[src/rtl/core/rabs_pkg.sv]
// Package for the running-average background subtractor.
// Holds sizing constants, register codes and the configuration struct.
// No dependencies.
package rabs_pkg;

  localparam int MAX_PIXELS       = 65536;
  localparam int WEIGHT_FRAC_BITS = 12;

  localparam int PIX_W    = 8;
  localparam int ADDR_W   = $clog2(MAX_PIXELS);
  localparam int FRAME_W  = ADDR_W + 1;
  localparam int WEIGHT_W = WEIGHT_FRAC_BITS + 1;
  localparam int THR_W    = 8;
  localparam int PADDR_W  = 4;
  localparam int PDATA_W  = 32;

  localparam logic [WEIGHT_W-1:0] WEIGHT_ONE = WEIGHT_W'(1) << WEIGHT_FRAC_BITS;

  // Register indexes, taken from paddr[3:2]
  typedef enum logic [1:0] {
    REG_THRESHOLD  = 2'd0,
    REG_OLD_WEIGHT = 2'd1,
    REG_FRAME_PIX  = 2'd2,
    REG_NONE       = 2'd3
  } reg_idx_e;

  // Effective settings as seen by the pixel path
  typedef struct packed {
    logic [THR_W-1:0]    threshold;
    logic [WEIGHT_W-1:0] weight;
    logic [FRAME_W-1:0]  frame_size;
  } cfg_t;

endpackage

[src/rtl/core/rabs_cfg.sv]
// APB register block: threshold, old weight and frame size.
// Depends on rabs_pkg; delivers clamped settings as a cfg_t.
module rabs_cfg
  import rabs_pkg::*;
(
  input  logic               clk_i,
  input  logic               rst_ni,
  input  logic               psel,
  input  logic               penable,
  input  logic               pwrite,
  input  logic [PADDR_W-1:0] paddr,
  input  logic [PDATA_W-1:0] pwdata,
  output logic [PDATA_W-1:0] prdata,
  output logic               pready,
  output cfg_t               cfg_o
);

  logic [THR_W-1:0]    threshold_q;
  logic [WEIGHT_W-1:0] weight_q;
  logic [FRAME_W-1:0]  frame_q;
  reg_idx_e            idx;
  logic                wr_en;

  assign idx    = reg_idx_e'(paddr[3:2]);
  assign pready = 1'b1;
  assign wr_en  = psel && penable && pwrite;

  always_ff @(posedge clk_i or negedge rst_ni) begin
    if (!rst_ni) begin
      threshold_q <= THR_W'(25);
      weight_q    <= WEIGHT_W'(410);
      frame_q     <= FRAME_W'(MAX_PIXELS);
    end else if (wr_en) begin
      case (idx)
        REG_THRESHOLD:  threshold_q <= pwdata[THR_W-1:0];
        REG_OLD_WEIGHT: weight_q    <= pwdata[WEIGHT_W-1:0];
        REG_FRAME_PIX:  frame_q     <= pwdata[FRAME_W-1:0];
        default: ;
      endcase
    end
  end

  always_comb begin
    case (idx)
      REG_THRESHOLD:  prdata = PDATA_W'(threshold_q);
      REG_OLD_WEIGHT: prdata = PDATA_W'(weight_q);
      REG_FRAME_PIX:  prdata = PDATA_W'(frame_q);
      default:        prdata = '0;
    endcase
  end

  // Clamp weight to one, frame size into 1..MAX_PIXELS
  always_comb begin
    cfg_o.threshold = threshold_q;
    cfg_o.weight    = (weight_q > WEIGHT_ONE) ? WEIGHT_ONE : weight_q;
    if (frame_q == '0) begin
      cfg_o.frame_size = FRAME_W'(1);
    end else if (frame_q > FRAME_W'(MAX_PIXELS)) begin
      cfg_o.frame_size = FRAME_W'(MAX_PIXELS);
    end else begin
      cfg_o.frame_size = frame_q;
    end
  end

endmodule

[config.mk]
export PLATFORM = sky130hd
export DESIGN_NAME = rabs_cfg
export DESIGN_NICKNAME = d
export VERILOG_FILES = /design/src/rtl/core/rabs_pkg.sv /design/src/rtl/core/rabs_cfg.sv
export SDC_FILE = /design/constraint.sdc
export NUM_CORES = 1
export LEC_CHECK = 0
export BUFFER_PORTS_ARGS = -buffer_cell sky130_fd_sc_hd__buf_2
export CORE_AREA = 2 2 72 74
export DETAILED_ROUTE_END_ITERATION = 10
export DIE_AREA = 0 0 74 76
export PLACE_DENSITY = 0.78
export SLEW_MARGIN = 0
export SYNTH_ARGS = -nofsm -noshare
export SYNTH_HDL_FRONTEND = slang
export SYNTH_SLANG_ARGS = --single-unit
[constraint.sdc]
create_clock -name clk_i -period 1.6 [get_ports clk_i]
set_input_delay 0.08 -clock clk_i [delete_from_list [all_inputs] [get_ports clk_i]]
set_output_delay 0.08 -clock clk_i [all_outputs]
set_load 0.01 [all_outputs]
==> flow_summary.html <==
<table>
<tr><th>Metric</th><th>Value</th></tr>
<tr><th colspan="2">Outcome</th></tr>
<tr><td>Status</td><td>complete, but fails checks</td></tr>
<tr><td>Violated checks</td><td>negative setup slack</td></tr>
<tr><th colspan="2">Route</th></tr>
<tr><td>Vias per inst</td><td>4.73</td></tr>
<tr><td>Post-route DRC</td><td>0</td></tr>
<tr><td>Post-DRT Antenna Nets</td><td>0</td></tr>
<tr><td>Initial drt markers</td><td>26</td></tr>
<tr><td>WL/cell</td><td>14.7 um</td></tr>
<tr><td>Wirelength, routed</td><td>5060 um</td></tr>
<tr><td>Vias after detailed routing</td><td>1633</td></tr>
<tr><td>Number of detailed-routing iterations run before antenna repair</td><td>3</td></tr>
<tr><th colspan="2">GRT</th></tr>
<tr><td>Largest net degree at the start of global routing</td><td>27</td></tr>
<tr><td>Sum of overflow across all layers after global routing</td><td>0</td></tr>
<tr><td>First-pass GRT wire length</td><td>8020 um</td></tr>
<tr><td>Initial antenna violation count</td><td>0</td></tr>
<tr><td>Aggregate global-route resource usage</td><td>18.7%</td></tr>
<tr><td>Vias in the first global route</td><td>1601</td></tr>
<tr><th colspan="2">Critical path</th></tr>
<tr><td>Sort of element at the end of the critical path</td><td>output pin</td></tr>
<tr><td>Setup Crit Path Kind</td><td>reg -&gt; out</td></tr>
<tr><td>Category of the worst setup path launch point</td><td>flip-flop</td></tr>
<tr><td>Required time of the critical path</td><td>1520 ps</td></tr>
<tr><td>CP max stage cell</td><td>sky130_fd_sc_hd__dfrtp_1</td></tr>
<tr><td>Critical Path, Cell by Cell</td><td>nor4_2 -&gt; buf_4 -&gt; a41oi_4 -&gt; buf_4 -&gt; nor2b_2 -&gt; buf_2</td></tr>
<tr><td>Critical Path Fanout Max</td><td>3</td></tr>
<tr><td>Biggest cell delay along the critical path</td><td>420 ps</td></tr>
<tr><td>Dominant cell type by count on the critical path</td><td>sky130_fd_sc_hd__buf_4</td></tr>
<tr><td>WP data arrival</td><td>1690 ps</td></tr>
<tr><th colspan="2">Floorplanning</th></tr>
<tr><td>Std cell rows</td><td>26</td></tr>
<tr><td>Effective utilization at floorplan</td><td>43.3%</td></tr>
<tr><td>Die outline width</td><td>74 um</td></tr>
<tr><td>Core Footprint</td><td>0.00491 mm^2</td></tr>
<tr><td>Die outline area</td><td>0.00562 mm^2</td></tr>
<tr><td>Die height</td><td>76 um</td></tr>
<tr><td>Count of pins on the block boundary</td><td>112</td></tr>
<tr><th colspan="2">Power and ir drop</th></tr>
<tr><td>Leak Pwr</td><td>0.00141 uW</td></tr>
<tr><td>Power after layout</td><td>3320 uW</td></tr>
<tr><td>Peak supply drop</td><td>0.000607 V</td></tr>
<tr><td>Power density cells</td><td>1190 mW/mm^2</td></tr>
<tr><th colspan="2">Placed design</th></tr>
<tr><td>Count of input and output buffers</td><td>78</td></tr>
<tr><td>Final estimated routing congestion in global placement</td><td>0.762</td></tr>
<tr><td>Pre-CTS worst setup slack</td><td>-22.5 ps</td></tr>
<tr><td>Number of placed instances with taps included</td><td>329</td></tr>
<tr><td>Final HPWL DP</td><td>3700 um</td></tr>
<tr><th colspan="2">Clocking</th></tr>
<tr><td>Number of buffers created by CTS</td><td>5</td></tr>
<tr><td>Root Buffer</td><td>sky130_fd_sc_hd__clkbuf_8</td></tr>
<tr><td>Clock sink count</td><td>38</td></tr>
<tr><td>Number of buffers between clock root and the deepest sink</td><td>2</td></tr>
<tr><td>H-tree levels</td><td>2</td></tr>
<tr><td>Clock tree from TritonCTS</td><td>yes</td></tr>
<tr><td>Clk pin slew, worst setup/hold paths</td><td>70 ps</td></tr>
<tr><td>Skew-Pair Late Insertion Delay</td><td>280 ps</td></tr>
<tr><th colspan="2">Logic synthesis</th></tr>
<tr><td>Post-synthesis compound-gate area fraction</td><td>4.59%</td></tr>
<tr><td>Number of unique standard cell types used by synthesis</td><td>25</td></tr>
<tr><td>Combined area of all synthesized cells</td><td>0.00213 mm^2</td></tr>
<tr><td>Average size of a mapped cell</td><td>11.8 um^2</td></tr>
<tr><td>Sequential-to-total area share from yosys stat</td><td>45.3%</td></tr>
<tr><td>Number of warnings issued by yosys</td><td>0</td></tr>
<tr><td>Proportion of synthesized area in mux cells</td><td>25.7%</td></tr>
<tr><td>Largest family of logic cells by synthesized area</td><td>multiplexers</td></tr>
<tr><td>Adder-cell area share of the yosys netlist</td><td>0%</td></tr>
<tr><td>Post-synthesis share of cell area spent on xor and xnor gates</td><td>0%</td></tr>
<tr><td>Synthesized-area fraction occupied by and/or/nand/nor cells</td><td>14.5%</td></tr>
<tr><td>Synthesized instance count</td><td>180</td></tr>
<tr><td>Number of register bits inferred by synthesis</td><td>38</td></tr>
<tr><th colspan="2">Finish</th></tr>
<tr><td>Growth of design area from synthesis to finish</td><td>31.3%</td></tr>
<tr><td>Share of the core filled with cells</td><td>56.8%</td></tr>
<tr><td>Commonest non-fill, non-tap cell in the layout</td><td>sky130_fd_sc_hd__buf_2</td></tr>
<tr><td>Number of nets in the layout</td><td>315</td></tr>
<tr><td>Share of cells above drive strength 1</td><td>60.4%</td></tr>
<tr><td>Final std cells w/o fill</td><td>345</td></tr>
<tr><td>Commonest non-fill, non-tap cells in the layout</td><td>78 x sky130_fd_sc_hd__buf_2, 28 x sky130_fd_sc_hd__mux2_2, 28 x sky130_fd_sc_hd__dfrtp_1</td></tr>
<tr><td>Fill count</td><td>443</td></tr>
<tr><td>Antenna cell count</td><td>0</td></tr>
<tr><th colspan="2">STA</th></tr>
<tr><td>Number of failing hold endpoints at the final stage</td><td>0</td></tr>
<tr><td>Final setup violation count</td><td>11</td></tr>
<tr><td>Minimum period implied by the final worst setup slack</td><td>1770 ps</td></tr>
<tr><td>Maximum operating frequency</td><td>564 MHz</td></tr>
<tr><td>WHS</td><td>28.3 ps</td></tr>
<tr><td>Min setup slack post-route</td><td>-174 ps</td></tr>
<tr><td>Setup skew after layout</td><td>0 ps</td></tr>
<tr><td>Final cycle utilization of the critical path</td><td>111%</td></tr>
<tr><td>Pins Over Slew Limit</td><td>0</td></tr>
<tr><td>Max-Slew Margin vs Limit</td><td>60.7%</td></tr>
<tr><td>Worst-margin pin slew</td><td>589 ps</td></tr>
<tr><td>Setup repair after global routing missed its margin</td><td>true</td></tr>
<tr><th colspan="2">Hold path</th></tr>
<tr><td>Class of the most critical hold timing path</td><td>in -&gt; reg</td></tr>
<tr><th colspan="2">Job</th></tr>
<tr><td>Maximum Capacitance Violations</td><td>0</td></tr>
</table>
[stage by stage]
| stage | setup TNS [ps] | area [um^2] |
|---|---|---|
| 2_1_floorplan | 0 | 2180 |
| 4_1_cts | -1860 | 2750 |
| 5_1_grt | -3190 | 2790 |
| 3_3_place_gp | -124 | 2560 |
| 3_5_place_dp | -54.3 | 2560 |
| 6_report | -1640 | 2790 |
[synthesized netlist by cell type]
cell type                  instances  area share [%]
sky130_fd_sc_hd__nor3b_2           1            0.59
sky130_fd_sc_hd__nand3_2           1            0.47
sky130_fd_sc_hd__conb_1            2            0.35
sky130_fd_sc_hd__nor2b_1          29             8.5
sky130_fd_sc_hd__or3b_1            1            0.41
sky130_fd_sc_hd__o21ai_0           8             1.9
sky130_fd_sc_hd__dfstp_2           9              11
sky130_fd_sc_hd__nand4_1           1            0.29
sky130_fd_sc_hd__nor3_2            1            0.47
sky130_fd_sc_hd__mux2_4           10             7.1
sky130_fd_sc_hd__nand2_1           8             1.4
sky130_fd_sc_hd__buf_4            16             5.7
sky130_fd_sc_hd__dfrtp_1          29              34
sky130_fd_sc_hd__a41oi_1           1            0.41
sky130_fd_sc_hd__a22o_1            5             2.1
sky130_fd_sc_hd__clkbuf_1          5            0.88
sky130_fd_sc_hd__buf_6             2             1.1
sky130_fd_sc_hd__buf_12            1            0.94
sky130_fd_sc_hd__a21oi_1           1            0.24
sky130_fd_sc_hd__mux2_2           28              15
sky130_fd_sc_hd__inv_1             2            0.35
sky130_fd_sc_hd__buf_2             3            0.71
sky130_fd_sc_hd__nor4_1            4             1.2
sky130_fd_sc_hd__and2_1            4             1.2
sky130_fd_sc_hd__mux2i_1           8             3.8
[logic make-up after synthesis]
| logic type | Yosys count |
|---|---|
| AO/OA/AOI/OAI | 15 |
| buffers and inverters | 29 |
| flip-flops | 38 |
| multiplexers | 46 |
| other | 2 |
| AND/OR/NAND/NOR | 50 |
[where the power goes]
group | switching (uW) | leakage [uW] | internal [uW] | total [uW]
Sequential | 244 | 0.000449 | 1230 | 1470
Combinational | 555 | 0.000924 | 682 | 1240
Clock | 309 | 0.0000395 | 310 | 618
[layer usage]
layer  GRT usage (%)  up-vias  part of all wire [%]
met2            31.3       61                    52
met1            23.8      793                    42
met5               0        -                     0
met4            5.64        0                   1.1
li1                -      773                     -
met3            4.37        6                   4.9
[critical path, delay by kind of cell, from the launching register on]
family	cells	cell delay (ps)
buffers and inverters	3	480
flip-flops	1	420
AND/OR/NAND/NOR	2	420
AO/OA/AOI/OAI	1	100
[path summary, 6_finish.rpt]
check	slack, ps	to	from	cells after the start
max	-170	cfg_o[3]	frame_q[7]	6
min	30	frame_q[15]	pwdata[15]	2
max reg2reg	530	weight_q[12]	weight_q[12]	1
min reg2reg	540	weight_q[10]	weight_q[10]	1
max in group asynchronous	640	frame_q[5]	rst_ni	3
min in group asynchronous	340	weight_q[6]	rst_ni	2
[state kept, by name, indices dropped and copies added (netlist names)]
| signal | flops |
|---|---|
| threshold_q | 8 |
| weight_q | 13 |
| frame_q | 17 |
[cell type report]
class	instances	area, um^2	share of cell area, %
clock buffers	8	80.1	2.87
well taps	70	87.6	3.14
inverters	2	7.51	0.269
flip-flops and latches	38	963	34.5
repair buffers	100	562	20.1
multi-input cells	127	1090	39.1
[timing repair]
action                                  4_1_cts  5_1_grt
pin swaps                                     4        3
hold buffers                                  1        0
endpoints found under the setup margin       11       11
buffers inserted                              3        4
endpoints found under the hold margin        16        0
resized for setup                            11        5
Power figures use the tool's default switching activity.
