$ cat src/rtl/core/rabs_pkg.sv
// Package for the running-average background subtractor.
// Holds sizing constants, register codes and the configuration struct.
// No dependencies.
package rabs_pkg;

  localparam int MAX_PIXELS       = 65536;
  localparam int WEIGHT_FRAC_BITS = 12;

  localparam int PIX_W    = 8;
  localparam int ADDR_W   = $clog2(MAX_PIXELS);
  localparam int FRAME_W  = ADDR_W + 1;
  localparam int WEIGHT_W = WEIGHT_FRAC_BITS + 1;
  localparam int THR_W    = 8;
  localparam int PADDR_W  = 4;
  localparam int PDATA_W  = 32;

  localparam logic [WEIGHT_W-1:0] WEIGHT_ONE = WEIGHT_W'(1) << WEIGHT_FRAC_BITS;

  // Register indexes, taken from paddr[3:2]
  typedef enum logic [1:0] {
    REG_THRESHOLD  = 2'd0,
    REG_OLD_WEIGHT = 2'd1,
    REG_FRAME_PIX  = 2'd2,
    REG_NONE       = 2'd3
  } reg_idx_e;

  // Effective settings as seen by the pixel path
  typedef struct packed {
    logic [THR_W-1:0]    threshold;
    logic [WEIGHT_W-1:0] weight;
    logic [FRAME_W-1:0]  frame_size;
  } cfg_t;

endpackage

$ cat src/rtl/core/rabs_update.sv
// Per-pixel compare and running-average blend of one background entry.
// Depends on rabs_pkg; purely combinational, sits after the RAM read.
module rabs_update
  import rabs_pkg::*;
(
  input  logic [PIX_W-1:0]    old_i,
  input  logic [PIX_W-1:0]    pix_i,
  input  logic                learn_i,
  input  cfg_t                cfg_i,
  output logic [PIX_W-1:0]    new_o,
  output logic [PIX_W-1:0]    diff_o,
  output logic                fg_o
);

  localparam int DELTA_W = PIX_W + 1;
  localparam int PROD_W  = WEIGHT_W + 1 + DELTA_W;

  logic signed [DELTA_W-1:0] delta;
  logic signed [PROD_W-1:0]  prod;
  logic signed [PROD_W-1:0]  acc;
  logic [PIX_W-1:0]          abs_diff;

  // w*old + (ONE-w)*pix == ONE*pix + w*(old-pix)
  assign delta = $signed({1'b0, old_i}) - $signed({1'b0, pix_i});
  assign prod  = PROD_W'($signed({1'b0, cfg_i.weight})) * PROD_W'(delta);
  assign acc   = $signed(PROD_W'({pix_i, {WEIGHT_FRAC_BITS{1'b0}}})) + prod;

  assign abs_diff = (old_i > pix_i) ? (old_i - pix_i) : (pix_i - old_i);

  always_comb begin
    if (learn_i) begin
      new_o  = pix_i;
      diff_o = '0;
      fg_o   = 1'b0;
    end else begin
      new_o  = acc[WEIGHT_FRAC_BITS +: PIX_W];
      diff_o = abs_diff;
      fg_o   = abs_diff > cfg_i.threshold;
    end
  end

endmodule

$ cat config.mk
export PLATFORM = sky130hd
export DESIGN_NAME = rabs_update
export DESIGN_NICKNAME = d
export VERILOG_FILES = /design/src/rtl/core/rabs_pkg.sv /design/src/rtl/core/rabs_update.sv
export SDC_FILE = /design/constraint.sdc
export NUM_CORES = 1
export LEC_CHECK = 0
export CAP_MARGIN = 20
export CORE_ASPECT_RATIO = 0.75
export CORE_MARGIN = 5
export CORE_UTILIZATION = 50
export DETAILED_ROUTE_END_ITERATION = 8
export DONT_BUFFER_PORTS = 1
export PLACE_DENSITY = 0.62
export SYNTH_ARGS = -nofsm -noshare
export SYNTH_HDL_FRONTEND = slang
export SYNTH_SLANG_ARGS = --single-unit
export TNS_END_PERCENT = 10
$ cat constraint.sdc
create_clock -name vclk -period 9.6
set_input_delay 0.48 -clock vclk [all_inputs]
set_output_delay 0.48 -clock vclk [all_outputs]
set_load 0.05 [all_outputs]
==> metrics.cfg, run 1 <==
[outcome]
outcome = finished, final reports clean

[die]
top_level_ports = 72
fp.dieW_um = 121
initial_core_util = 0.510
core_region_area_um2 = 9010
die_h_um = 93.0
num_rows = 30
die-area_um2 = 11200

[global_route]
grt_pass1_wl_mm = 18.1
grt_overflow = 0
grt_pass1_vias = 3670
antenna_found_initial = 0
grt_max_degree = 26
track_usage = 0.197

[placed_design]
io_buffer_count = 0
gp_congestion = 0.833
dp_hpwl_mm = 8.82

[routing]
postRouteAntennaNets = 0
vias = 3463
drt_first_pass_iters = 4
drt_iter0_drc = 80
drc = 0
routed_wl_mm = 10.2
routedWlPerCell_um = 15.9
viasPerCell = 5.38

[cts]
hold_buffers = 0
cts_setup_buffers = 0
postCtsResizedCells = 0

[sta]
hold_viol_final = 0
max_slew_margin = 0.295
max_freq_mhz = 124
final-setup-viol-count = 0
rsz0062_at_grt = false
worstMarginPinSlew_ns = 1.05
slew_viol_final = 0
fin_crit_sh = 0.839
post-route-min-period_ns = 8.06
setup_tns_ns = 0

[worst_setup_path]
critPathLaunch = old_i[0]
worstPathArrival_ns = 7.58
crit_type = in -> out
setup.worst_path.end_class = output port
endpoint = new_o[5]
worstPathRequired_ns = 9.12
cp-start-kind = primary input
critPathMaxFanout = 4

[finish]
ff_latch_area_um2 = 0
multi_input_area_um2 = 4090
nClkBuffers = 0
nNetsFinal = 735
final_common_cell = inv_1
drive_gt1_frac = 0.0451
antenna_cells = 0
area_delta_synth_final_pct = 2.99
layout_common_cells = inv_1, fa_1, ha_1
fill_cells = 893
design.seq.count = 0

[synth]
synth.distinct_cells = 49
syn_nets = 744
yosys-top-cells-area = fa_1, ha_1, inv_1
yosysSeqAreaShare = 0
synth_top_area_share = 0.375
ys.warnings.count = 0
avgSynthCellArea_um2 = 8.46
synth.cell_area_um2 = 4600
synthCells = 543
synth_largest_area_cell = fa_1

[min_path]
hold_path.class = in -> out

[job]
maxCapViolCount = 0

[stage by stage]
step | instance area [um^2] | setup WS (ns) | utilization | hold slack [ns] | cells
3_3_place_gp | 4730 | 1.58 | 0.525 | 1.06 | 644
5_1_grt | 4730 | 1.18 | 0.525 | 1.06 | 644
2_1_floorplan | 4600 | 1.55 | - | 1.13 | 543
4_1_cts | 4730 | 1.53 | 0.525 | 1.06 | 644
3_5_place_dp | 4730 | 1.54 | 0.525 | 1.06 | 644
6_report | 4730 | 1.54 | 0.525 | 1.06 | 644
[worst max-delay path, stage by stage]
cell	delay (ns)
inv_1	0.06
ha_1	0.14
inv_1	0.05
fa_1	0.42
a21o_1	0.22
a21o_1	0.19
a211o_1	0.35
or2_2	0.31
fa_1	0.53
fa_1	0.54
inv_1	0.05
fa_1	0.51
fa_1	0.55
inv_1	0.05
fa_1	0.49
inv_1	0.04
ha_1	0.31
a2111o_1	0.37
a31oi_1	0.23
a211oi_2	0.17
o31a_2	0.35
o21a_2	0.21
o21a_1	0.17
o31ai_2	0.78
[how the worst min path moves through the flow]
stage	endpoint	startpoint	depth (start not counted)
global placement	diff_o[5]	learn_i	1
CTS	diff_o[5]	learn_i	1
detailed placement	diff_o[5]	learn_i	1
floorplan	diff_o[1]	learn_i	1
global route	diff_o[5]	learn_i	1
finish	diff_o[5]	learn_i	1
[Yosys cell counts (all sizes together) (2+ instances only)]
master,instances
or2,4
and2,54
mux2i,3
fa,86
nand2b,14
ha,60
nor2,16
nand2,54
a21o,11
buf,5
and4,2
o21ai,14
mux2,2
nand3,2
a211oi,5
o21a,6
a21oi,13
nand3b,2
inv,118
nor3,4
xor2,6
nand4,2
o211ai,2
xnor2,13
o31ai,3
a21boi,2
nor2b,10
or3,2
clkbuf,14
[layer usage]
| metal | vias to the layer above | part of all wire | GRT usage |
|---|---|---|---|
| met1 | 1746 | 0.46 | 0.285 |
| met4 | 0 | 0.0021 | 0.0113 |
| met2 | 66 | 0.50 | 0.346 |
| met5 | - | 0 | 0 |
| li1 | 1649 | - | - |
| met3 | 2 | 0.038 | 0.00907 |
[kinds of logic (layout without fill, tap and decap cells)]
family          Yosys count  in the layout  share of synthesized area
compound gates           64             64                     0.0972
buf+inv                 137            126                      0.113
xor+xnor                 20             20                     0.0411
fa+ha+maj               146            146                      0.538
simple gates            171            171                      0.199
mux                       5              5                     0.0114
[cell type report]
class              count  area share
repair buffers         8      0.0127
inverters            118      0.0936
multi-input cells    406       0.864
well taps            112      0.0296
Power of run 1 is left out: the tool's default activity adds up to more than one toggle a clock period on the data nets, which glitch-free logic cannot reach.
==> inputs of run 2 (changes only) <==
clock period = 8.1 ns   (was 9.6 ns; I/O delays follow)
==> run 2 against run 1 <==
Net effect: via count rose by 0.55%; critical endpoint unchanged; critical path depth is 3 higher; routed wire length grew 6.0%; design area rose by 1.4%; flip-flop and latch count unchanged.
==> metrics.cfg, run 2 (synthesis gave the netlist of run 1 again) <==
[sta]
holdWs_ns = 0.914  ; was 1.06 ns
final-setup-viol-count = 0  ; unchanged
setup_tns_ns = 0  ; unchanged
max_slew_margin = 0.368  ; was 0.295
slew_viol_final = 0  ; unchanged
post-route-min-period_ns = 7.50
rsz0062_at_grt = false  ; unchanged
worstMarginPinSlew_ns = 0.946  ; was 1.05 ns
max_freq_mhz = 133
hold_viol_final = 0  ; unchanged
fin_crit_sh = 0.926

[die]
top_level_ports = 72  ; unchanged
num_rows = 30  ; unchanged
fp.dieW_um = 121  ; unchanged
initial_core_util = 0.510  ; unchanged
core_region_area_um2 = 9010  ; unchanged
die-area_um2 = 11200  ; unchanged
die_h_um = 93.0  ; unchanged

[global_route]
grt_pass1_wl_mm = 18.9  ; was 18.1 mm
antenna_found_initial = 0  ; unchanged
grt_overflow = 0  ; unchanged
track_usage = 0.207  ; was 0.197
grt_pass1_vias = 3781  ; was 3670
grt_max_degree = 26  ; unchanged

[routing]
drt_first_pass_iters = 6  ; was 4
routed_wl_mm = 10.9  ; was 10.2 mm
vias = 3482  ; was 3463
routedWlPerCell_um = 16.6  ; was 15.9 um
drt_iter0_drc = 104  ; was 80
drc = 0  ; unchanged
viasPerCell = 5.33  ; was 5.38
postRouteAntennaNets = 0  ; unchanged

[worst_setup_path]
crit_family = adder cells  ; unchanged
worstPathRequired_ns = 7.70  ; was 9.12 ns
crit_path_max_incr_delay_ns = 0.56  ; was 0.78 ns
worstPathArrival_ns = 7.10  ; was 7.58 ns
critPathMaxFanout = 4  ; unchanged
cp-start-kind = primary input  ; unchanged
path_buf_inv = 6  ; was 5
setup.worst_path.end_class = output port  ; unchanged
cpMostUsedCell = fa_1  ; unchanged
crit_path_top_delay_cell = fa_1  ; was o31ai_2
crit_type = in -> out  ; unchanged
worst-path-stages = 27  ; was 24
critPathLaunch = old_i[0]  ; unchanged

[finish]
antenna_cells = 0  ; unchanged
ff_latch_area_um2 = 0  ; unchanged
nNetsFinal = 744  ; was 735
fill_cells = 889  ; was 893
instances_no_fill = 653  ; was 644
multi_input_area_um2 = 4090  ; unchanged
design.seq.count = 0  ; unchanged
drive_gt1_frac = 0.0610  ; was 0.0451
final_common_cell = inv_1  ; unchanged
nClkBuffers = 0  ; unchanged
layout_common_cells = inv_1, fa_1, ha_1  ; unchanged
final_area_um2 = 4800  ; was 4730 um^2
area_delta_synth_final_pct = 4.46  ; was 2.99%

[min_path]
min_path_cells = 1  ; unchanged
hp-start = learn_i  ; unchanged
hold_path.class = in -> out  ; unchanged

[cts]
hold_buffers = 0  ; unchanged
cts_setup_buffers = 0  ; unchanged
postCtsResizedCells = 0  ; unchanged

[placed_design]
gp_congestion = 0.855  ; was 0.833
dp_hpwl_mm = 9.22  ; was 8.82 mm
io_buffer_count = 0  ; unchanged
post_dp_cell_area_um2 = 4800  ; was 4730 um^2
dp_cells = 653  ; was 644

[job]
maxCapViolCount = 0  ; unchanged

[outcome]
outcome = finished, final reports clean  ; unchanged

[run 2: changes by cell type in the layout (fill, tap and decap cells not counted)]
cell,before,now
buf_4,8,17
[run 2: through the flow]
step | worst slack [ns] | util
after detailed placement | 0.602 | 0.533
after CTS | 0.579 | 0.533
after global routing | 0.146 | 0.533
after global placement | 0.646 | 0.533
final | 0.598 | 0.533
after floorplan | 0.201 | -
[run 2: final timing paths]
path / endpoint / slack [ns]
hold / removal: diff_o[5] / 0.91
setup / recovery: new_o[5] / 0.60
[run 2: cell type report]
cell class	count	share of cell area
inverters	118	0.0923
well taps	112	0.0292
multi-input cells	406	0.852
repair buffers	17	0.0266
[run 2: metal layers]
metal	track usage	share of wire	routed length (um)
met2	0.358	0.49	5360
met4	0.0245	0.011	122
met1	0.294	0.44	4810
met3	0.0169	0.052	564
met5	0	0	0
Power of run 2 is left out for the same reason.
==> inputs of run 3 (changes only) <==
ABC_AREA = 1   (was unset)
GPL_TIMING_DRIVEN = 1   (was unset)
==> run 3 against run 2 <==
Net effect: global-route usage increased by 1.3 points; flip-flop and latch count did not move; die area rose by 5.1%; synthesized cell count increased by 25%; sequential share of layout area unchanged; setup slack improved by 0.54 ns; critical path depth is 1 lower; critical endpoint is now new_o[7]; routed wire length rose by 11%.
==> metrics.cfg, run 3 <==
[outcome]
outcome = finished, final reports clean  ; unchanged

[routing]
drt_first_pass_iters = 5  ; was 6
postRouteAntennaNets = 0  ; unchanged
routedWlPerCell_um = 15.1  ; was 16.6 um
routed_wl_mm = 12.1  ; was 10.9 mm
viasPerCell = 5.06  ; was 5.33
drt_iter0_drc = 349  ; was 104
vias = 4056  ; was 3482
drc = 0  ; unchanged

[global_route]
track_usage = 0.220  ; was 0.207
grt_max_degree = 21  ; was 26
grt_pass1_wl_mm = 20.6  ; was 18.9 mm
antenna_found_initial = 0  ; unchanged
grt_pass1_vias = 4097  ; was 3781
grt_overflow = 0  ; unchanged

[finish]
design.seq.count = 0  ; unchanged
drive_gt1_frac = 0.0673  ; was 0.0610
nClkBuffers = 0  ; unchanged
nNetsFinal = 872  ; was 744
ff_latch_area_um2 = 0  ; unchanged
fill_cells = 1000  ; was 889
instances_no_fill = 801  ; was 653
area_delta_synth_final_pct = 2.04  ; was 4.46%
layout_common_cells = inv_1, nand2_1, nor2_1  ; was inv_1, fa_1, ha_1
antenna_cells = 0  ; unchanged
final_common_cell = inv_1  ; unchanged

[placed_design]
dp_hpwl_mm = 10.7  ; was 9.22 mm
gp_congestion = 0.934  ; was 0.855
dp_cells = 801  ; was 653
pre_cts_ws_ns = 1.17  ; was 0.602 ns
io_buffer_count = 0  ; unchanged

[cts]
cts_setup_buffers = 0  ; unchanged
postCtsResizedCells = 0  ; unchanged
hold_buffers = 0  ; unchanged

[synth]
muxShareOfSynthArea = 0  ; was 0.0114
yosysSeqAreaShare = 0  ; unchanged
synth.cell_area_um2 = 4850  ; was 4600 um^2
yosys-top-cells-area = fa_1, ha_1, inv_1  ; unchanged
avgSynthCellArea_um2 = 7.14  ; was 8.46 um^2
synth_fa_ha_area_frac = 0.509  ; was 0.538
synth_compound_area_frac = 0.0693  ; was 0.0972
netlist_top_cells_count = inv_1, nand2_1, nor2_1, fa_1, ha_1  ; was inv_1, fa_1, ha_1, and2_1, nand2_1
synthCells = 680  ; was 543
synth_largest_area_cell = fa_1  ; unchanged
synthMostInstantiatedCell = inv_1  ; unchanged
synth.distinct_cells = 37  ; was 49
ys.warnings.count = 0  ; unchanged
syn_nets = 881  ; was 744
synth_xor_xnor_area_share = 0.0255  ; was 0.0411
synth-simple-area-share = 0.235  ; was 0.199
synth_top_area_share = 0.355  ; was 0.375
synth_top_family_by_area = adder cells  ; unchanged

[min_path]
min_path_cells = 1  ; unchanged
hold_path.class = in -> out  ; unchanged

[sta]
worstMarginPinSlew_ns = 0.996  ; was 0.946 ns
hold_viol_final = 0  ; unchanged
final-setup-viol-count = 0  ; unchanged
fin_crit_sh = 0.859  ; was 0.926
post-route-min-period_ns = 6.96  ; was 7.50 ns
fin_ws_ns = 1.14  ; was 0.598 ns
max_freq_mhz = 144  ; was 133 MHz
slew_viol_final = 0  ; unchanged
holdWs_ns = 0.918  ; was 0.914 ns
max_slew_margin = 0.332  ; was 0.368
setup_tns_ns = 0  ; unchanged
rsz0062_at_grt = false  ; unchanged

[worst_setup_path]
setup.worst_path.end_class = output port  ; unchanged
crit_type = in -> out  ; unchanged
cp-start-kind = primary input  ; unchanged
worst-path-stages = 26  ; was 27
worstPathArrival_ns = 6.55  ; was 7.10 ns
crit_path_top_delay_cell = fa_1  ; unchanged
worstPathRequired_ns = 7.70  ; about the same
critPathMaxFanout = 12  ; was 4
path_buf_inv = 6  ; unchanged
crit_family = adder cells  ; unchanged
crit_path_max_incr_delay_ns = 0.54  ; was 0.56 ns

[die]
die_h_um = 95.3  ; was 93.0 um
num_rows = 31  ; was 30
core_region_area_um2 = 9580  ; was 9010 um^2
fp.dieW_um = 124  ; was 121 um
top_level_ports = 72  ; unchanged
die-area_um2 = 11800  ; was 11200 um^2
initial_core_util = 0.507  ; was 0.510

[job]
maxCapViolCount = 0  ; unchanged

[run 3: kinds of logic after synthesis]
logic type               Yosys count
adder cells (fa/ha/maj)          146
XOR/XNOR                          12
AND/OR/NAND/NOR                  271
buffers and inverters            195
AO/OA/AOI/OAI                     56
[run 3: through the flow]
step                cell area, um^2  utilization
CTS                            4950        0.517
finish                         4950        0.517
global placement               4950        0.517
floorplan                      4850            -
global route                   4950        0.517
detailed placement             4950        0.517
[run 3: worst paths after layout]
kind     start       end  slack, ns
max   old_i[0]  new_o[7]       1.14
min    learn_i      fg_o       0.92
[run 3: final cells by class]
cell class / count / area [um^2] / share of cell area
Inverter: 179 / 672 / 0.136
Multi-Input combinational cell: 485 / 4080 / 0.823
Timing Repair Buffer: 5 / 37.5 / 0.00758
Tap cell: 132 / 165 / 0.0334
[run 3: routing by layer]
metal	vias to the layer above	GRT usage	part of all wire
li1	1983	-	-
met1	1939	0.351	0.50
met2	128	0.319	0.40
met3	6	0.0445	0.090
met4	0	0.0111	0.0066
met5	-	0	0
Power of run 3 is left out for the same reason.
